===== config.mk =====
export PLATFORM = sky130hd
export DESIGN_NAME = bale_cell
export DESIGN_NICKNAME = d
export VERILOG_FILES = /design/src/design/bale_pkg.sv /design/src/design/bale_cell.sv
export SDC_FILE = /design/constraint.sdc
export NUM_CORES = 1
export LEC_CHECK = 0
export ABC_AREA = 1
export ABC_CLOCK_PERIOD_IN_PS = 4900
export BUFFER_PORTS_ARGS = -buffer_cell sky130_fd_sc_hd__buf_2
export CAP_MARGIN = 30
export CORE_MARGIN = 5
export CORE_UTILIZATION = 40
export DETAILED_ROUTE_END_ITERATION = 10
export PLACE_DENSITY = 0.77
export SLEW_MARGIN = 20
export SYNTH_ARGS = -nofsm -noshare
export SYNTH_HDL_FRONTEND = slang
export SYNTH_SLANG_ARGS = --single-unit

===== constraint.sdc =====
create_clock -name clk -period 4.9 [get_ports clk]
set_input_delay 0.735 -clock clk [delete_from_list [all_inputs] [get_ports clk]]
set_output_delay 0.735 -clock clk [all_outputs]
set_load 0.01 [all_outputs]

===== src/design/bale_pkg.sv =====
// Shared types and codes for the bounded array list engine.
// No dependencies; used by every file of the block.
`default_nettype none

package bale_pkg;

  // Fixed field widths of the request and result words
  localparam int FUNC_W   = 4;
  localparam int POS_W    = 6;
  localparam int ITEM_W   = 32;
  localparam int COUNT_W  = 7;
  localparam int STATUS_W = 2;

  // Defaults for the top-level parameters
  localparam int CAPACITY_DEF   = 64;
  localparam int DATA_WIDTH_DEF = 32;

  // Request function codes
  localparam logic [FUNC_W-1:0] FN_APPEND = 4'd0;
  localparam logic [FUNC_W-1:0] FN_POP    = 4'd1;
  localparam logic [FUNC_W-1:0] FN_INSERT = 4'd2;
  localparam logic [FUNC_W-1:0] FN_ERASE  = 4'd3;
  localparam logic [FUNC_W-1:0] FN_READ   = 4'd4;
  localparam logic [FUNC_W-1:0] FN_WRITE  = 4'd5;
  localparam logic [FUNC_W-1:0] FN_FIRST  = 4'd6;
  localparam logic [FUNC_W-1:0] FN_LAST   = 4'd7;
  localparam logic [FUNC_W-1:0] FN_CLEAR  = 4'd8;

  // Result status codes
  localparam logic [STATUS_W-1:0] ST_OK    = 2'd0;
  localparam logic [STATUS_W-1:0] ST_EMPTY = 2'd1;
  localparam logic [STATUS_W-1:0] ST_RANGE = 2'd2;
  localparam logic [STATUS_W-1:0] ST_FULL  = 2'd3;

  typedef struct packed {
    logic [FUNC_W-1:0]        func;
    logic [POS_W-1:0]         pos;
    logic signed [ITEM_W-1:0] item;
  } in_word_t;

  typedef struct packed {
    logic signed [ITEM_W-1:0] value;
    logic [COUNT_W-1:0]       count;
    logic [STATUS_W-1:0]      status;
  } out_word_t;

  // Broadcast command to the cell row
  typedef enum logic [1:0] {
    CELL_HOLD,
    CELL_WRITE,
    CELL_INSERT,
    CELL_ERASE
  } cell_op_t;

endpackage

`default_nettype wire


===== src/design/bale_cell.sv =====
// One storage cell of the list row: holds one element.
// Depends on bale_pkg (cell_op_t).
`default_nettype none

module bale_cell #(
  parameter int DATA_WIDTH = bale_pkg::DATA_WIDTH_DEF,
  parameter int IDX_W      = 6,
  parameter int IDX        = 0
) (
  input  wire logic                  clk,
  input  wire bale_pkg::cell_op_t    op,
  input  wire logic [IDX_W-1:0]      at,
  input  wire logic [DATA_WIDTH-1:0] item,
  input  wire logic [DATA_WIDTH-1:0] left_d,
  input  wire logic [DATA_WIDTH-1:0] right_d,
  output logic      [DATA_WIDTH-1:0] data_q
);

  localparam logic [IDX_W-1:0] MY_IDX = IDX_W'(IDX);

  logic [DATA_WIDTH-1:0] data_r;

  always_ff @(posedge clk) begin
    unique case (op)
      bale_pkg::CELL_HOLD: begin
      end
      bale_pkg::CELL_WRITE: begin
        if (at == MY_IDX) data_r <= item;
      end
      // cells above the slot take their lower neighbor
      bale_pkg::CELL_INSERT: begin
        if (MY_IDX > at) data_r <= left_d;
        else if (MY_IDX == at) data_r <= item;
      end
      // cells at or above the slot take their upper neighbor
      bale_pkg::CELL_ERASE: begin
        if (MY_IDX >= at) data_r <= right_d;
      end
      default: begin
      end
    endcase
  end

  assign data_q = data_r;

endmodule

`default_nettype wire


After elaboration in Yosys (flattened, before gate mapping)
Cells that the tools add are included.
{ "totals": {"register_bits": 32, "inputBits": 105, "output_inout_bits": 32, "word_cells": 14} }
{ "classes": {"order_cmp": 2, "eq_ne": 4, "n_mux": 4, "n_reduce_logical": 3} }
{ "ops": {"columns": ["cell", "count"], "rows": [
  ["two-way mux 32 bit", 3],
  ["case mux 32 bit (3 select lines)", 1],
  [">= comparator 1 x 6 -> 1 bit, first input constant", 1],
  ["> comparator 1 x 6 -> 1 bit, first input constant", 1],
  ["logical NOT 6 bit", 1],
  ["== test 2 bit, second input constant", 2],
  ["nonzero test 3 bit", 1],
  ["== test 2 x 1 -> 1 bit, second input constant", 1],
  ["!= test 2 bit, second input constant", 1],
  ["AND reduction 2 bit", 1]
]} }

Longest topological paths before layout
{ "depth": {"ltp_word": 4, "ltp_mapped": 6, "ltp_nobuf": 5} }

Worst setup path before layout
Ideal clock, no wire load.
{ "synth_path": {"kind": "input to register", "startpoint": "input port at[2]", "endpoint": "register data_r[0] (netlist: data_q[0]) (enable)", "setup_time_ns": 0.432, "t_arrival_ns": 2.744, "t_required_ns": 4.468, "path_slack_ns": 1.724, "path_stages": 4, "cell_sequence": "nor2_4 -> nand3_4 -> buf_6 -> a21oi_1"} }
{ "synth_via": {"elab_chain_cells": 3} }
{ "synth_rtl": {"columns": ["element", "line_no", "source"], "rows": [
  ["start, declared", "bale_cell.sv:12", "input wire logic [IDX_W-1:0] at,"],
  [">= comparator 1 x 6 -> 1 bit", "bale_cell.sv:37", "if (MY_IDX >= at) data_r <= right_d;"],
  ["!= test 2 bit (no source line)", null, null],
  ["AND reduction 2 bit (no source line)", null, null],
  ["end signal, assigned", "bale_cell.sv:32", "if (MY_IDX > at) data_r <= left_d;"],
  ["end signal, assigned", "bale_cell.sv:33", "else if (MY_IDX == at) data_r <= item;"],
  ["end signal, assigned", "bale_cell.sv:37", null],
  ["end, declared", "bale_cell.sv:21", "logic [DATA_WIDTH-1:0] data_r;"]
]} }
No other way between the ends.
A chain may end at the register's enable or synchronous reset.

Final worst setup path
{ "layout_path": {"startpoint": "input port at[0]", "endpoint": "register data_r[11] (netlist: data_q[11]) (enable)"} }
The elaborated chain is that of the path after synthesis.

==> reports/summary.txt <==
status: complete, no violations
worst hold slack: 0.647 ns
cts repair resizes: 0
WL/cell: 12.7 µm
total grt overflow: 0
Final period util: 60.4%
Hold-fix buffers, CTS: 0
share of power burned in registers: 48.9%
Post-CTS Setup Bufs: 0
Hold Crit Class: flip-flop to flip-flop
Post-Syn Instances: 282
largest net degree at the start of global routing: 34
CP bufs+invs: 2
critical path's top delay family: simple AND/OR/NAND/NOR gates
final WL: 5.71 mm
Synth async-reset ratio: 0%
Synth Register Bits: 32
vias per inst: 4.72
clock buffer depth: 2
fin nets: 484
Die H: 82.4 µm
startpoint type of the worst setup path: input pin
initial drt markers: 128
Pwr Total: 730 µW
final slew viol count: 0
clk_lat worst skew: 0.27 ns
placed insts: 442
Mapped Area: 0.00210 mm²
die area: 0.00679 mm²
FMAX: 338 MHz
final setup violation count: 0
DRC: 0
Ys Warns: 0
register area: 961 µm²
first-pass GRT wire length: 9.32 mm
Clk pwr share: 26.7%
TritonCTS clock tree: done
max cap viols: 0
pwr dens: 266 mW/mm²
multi-input logic area: 796 µm²
Synth area leaders: edfxtp_1 (46%), nand2_1 (17%), inv_1 (11%)
DP HPWL: 3.81 mm
Most used DFF post-synth: edfxtp_1
# IOs: 137
Yosys top cell area share: 45.8%
Core Rows: 26
Via Count: 2123
Worst Path Max Fanout: 33
most common cell in the netlist: nand2_1
root buffer cell: clkbuf_8
vias in the first global route: 2051
Syn Area/Cell: 7.44 µm²
Synth-to-Final Area Change: 30.7%
Worst EP required: 4.89 ns
core area: 0.00511 mm²
Final Critical Period: 2.96 ns
gpl congestion: 0.748
Pint: 514 µW
critical path arrival: 2.95 ns
Final ANT Viol Nets: 0
Starting Density: 41.1%
Final Hold Vio Count: 0
proportion of layout cells with a drive suffix above 1: 31.8%
synth unique cells: 12
Crit Path Class: input pin to flip-flop
RSZ-0062 raised after global routing: false
Setup WS pre-CTS: 1.66 ns
CTS sink count: 32
initial antenna violation count: 0
Post-synth top cells: nand2_1 (97), inv_1 (64), edfxtp_1 (32), nand3_1 (32), nand4_1 (32)
cts bufs inserted: 5
CP max-delay cell: nor2_4
TritonRoute pass-1 iters: 4
NetSw: 215 µW
clk_skew: 0 ns
layout filler cell count: 515
PortBufs: 104
Slew @ Worst Pin: 0.870 ns
Worst path max stage delay: 0.68 ns
diode count: 0
Worst slew margin: 41.9%
CP Cell Sequence: buf_2 -> nor2_4 -> nand3_4 -> a21oi_4 -> buf_16
sequential share of the synthesized area: 45.8%
cell accounting for the most synthesized area: edfxtp_1
gr usage total: 17.8%
CP endpoint kind: flip-flop
peak supply drop: 0.000141 V
post-synthesis net count: 387
Cell Count, Final, Fillers Out: 450
max FFs per register: 32
combinational share of power: 24.3%
H-tree depth: 2
Die Span X: 82.4 µm
setup TNS: 0 ns
worst setup margin: 1.94 ns
sw frac: 29.5%
number of synthesized flops with an enable pin: 32
leakage dissipation: 0.00157 µW
Reg clk slew, reported paths: 0.07 ns
-- path summary, 6_finish.rpt --
kind / from / to / slack (ns) / depth (start not counted)
hold reg to reg: data_q[8]$_DFFE_PP_ / data_q[8]$_DFFE_PP_ / 0.65 / 4
setup reg to reg: data_q[21]$_DFFE_PP_ / data_q[21]$_DFFE_PP_ / 3.97 / 4
setup / recovery: at[0] / data_q[11]$_DFFE_PP_ / 1.94 / 5
hold / removal: data_q[8]$_DFFE_PP_ / data_q[8]$_DFFE_PP_ / 0.65 / 4
-- metal layers --
metal / global-route usage (%) / up-vias / wire length, µm
met3: 4.66 / 2 / 461
met1: 22.3 / 941 / 2350
met5: 0 / - / 0
met4: 3.16 / 0 / 19
met2: 31.2 / 91 / 2870
li1: - / 1089 / -
-- cell families (layout without fill, tap and decap cells) --
kind of cell	count (synthesis)	count (layout)	synth area share (%)
and+or+nand+nor	166	166	37.1
buffers and inverters	83	181	16.8
DFF	32	32	45.8
AOI/OAI and AO/OA	1	1	0.238
-- tightest hold or removal path, stage by stage (launching register included) --
cell	delay (ns)
edfxtp_1	0.34
inv_1	0.04
nand2_1	0.05
nand3_1	0.07
nand2_1	0.05
-- power groups by stage --
stage | clock [µW] | combinational [µW] | sequential (µW)
after floorplan | 0 | 82.8 | 379
after global placement | 0 | 172 | 363
after detailed placement | 0 | 179 | 362
after CTS | 200 | 180 | 357
after global routing | 215 | 202 | 361
final | 195 | 177 | 357
-- cells in the final DEF (no fill, tap or decap), types with 2 or more instances in the layout --
cell type	count
inv_1	64
edfxtp_1	32
buf_4	3
buf_2	104
nand3_1	32
clkinv_2	2
nor2_4	3
nand2_1	97
clkbuf_8	5
nand4_1	32
-- stage by stage --
step / utilization [%] / cell area [µm²]
2_1_floorplan: - / 2100
3_3_place_gp: 51.5 / 2630
3_5_place_dp: 52.1 / 2660
4_1_cts: 53.7 / 2740
5_1_grt: 53.7 / 2740
6_report: 53.7 / 2740
-- cell type report --
class                           instances  area share [%]
Clock buffer                            5            2.51
Inverter                               65            8.90
Timing Repair Buffer                  108            20.8
Sequential cell                        32            35.1
Multi-Input combinational cell        167            29.0
Clock inverter                          3           0.502
Tap cell                               70            3.19
(Power assumes the default switching activity.)
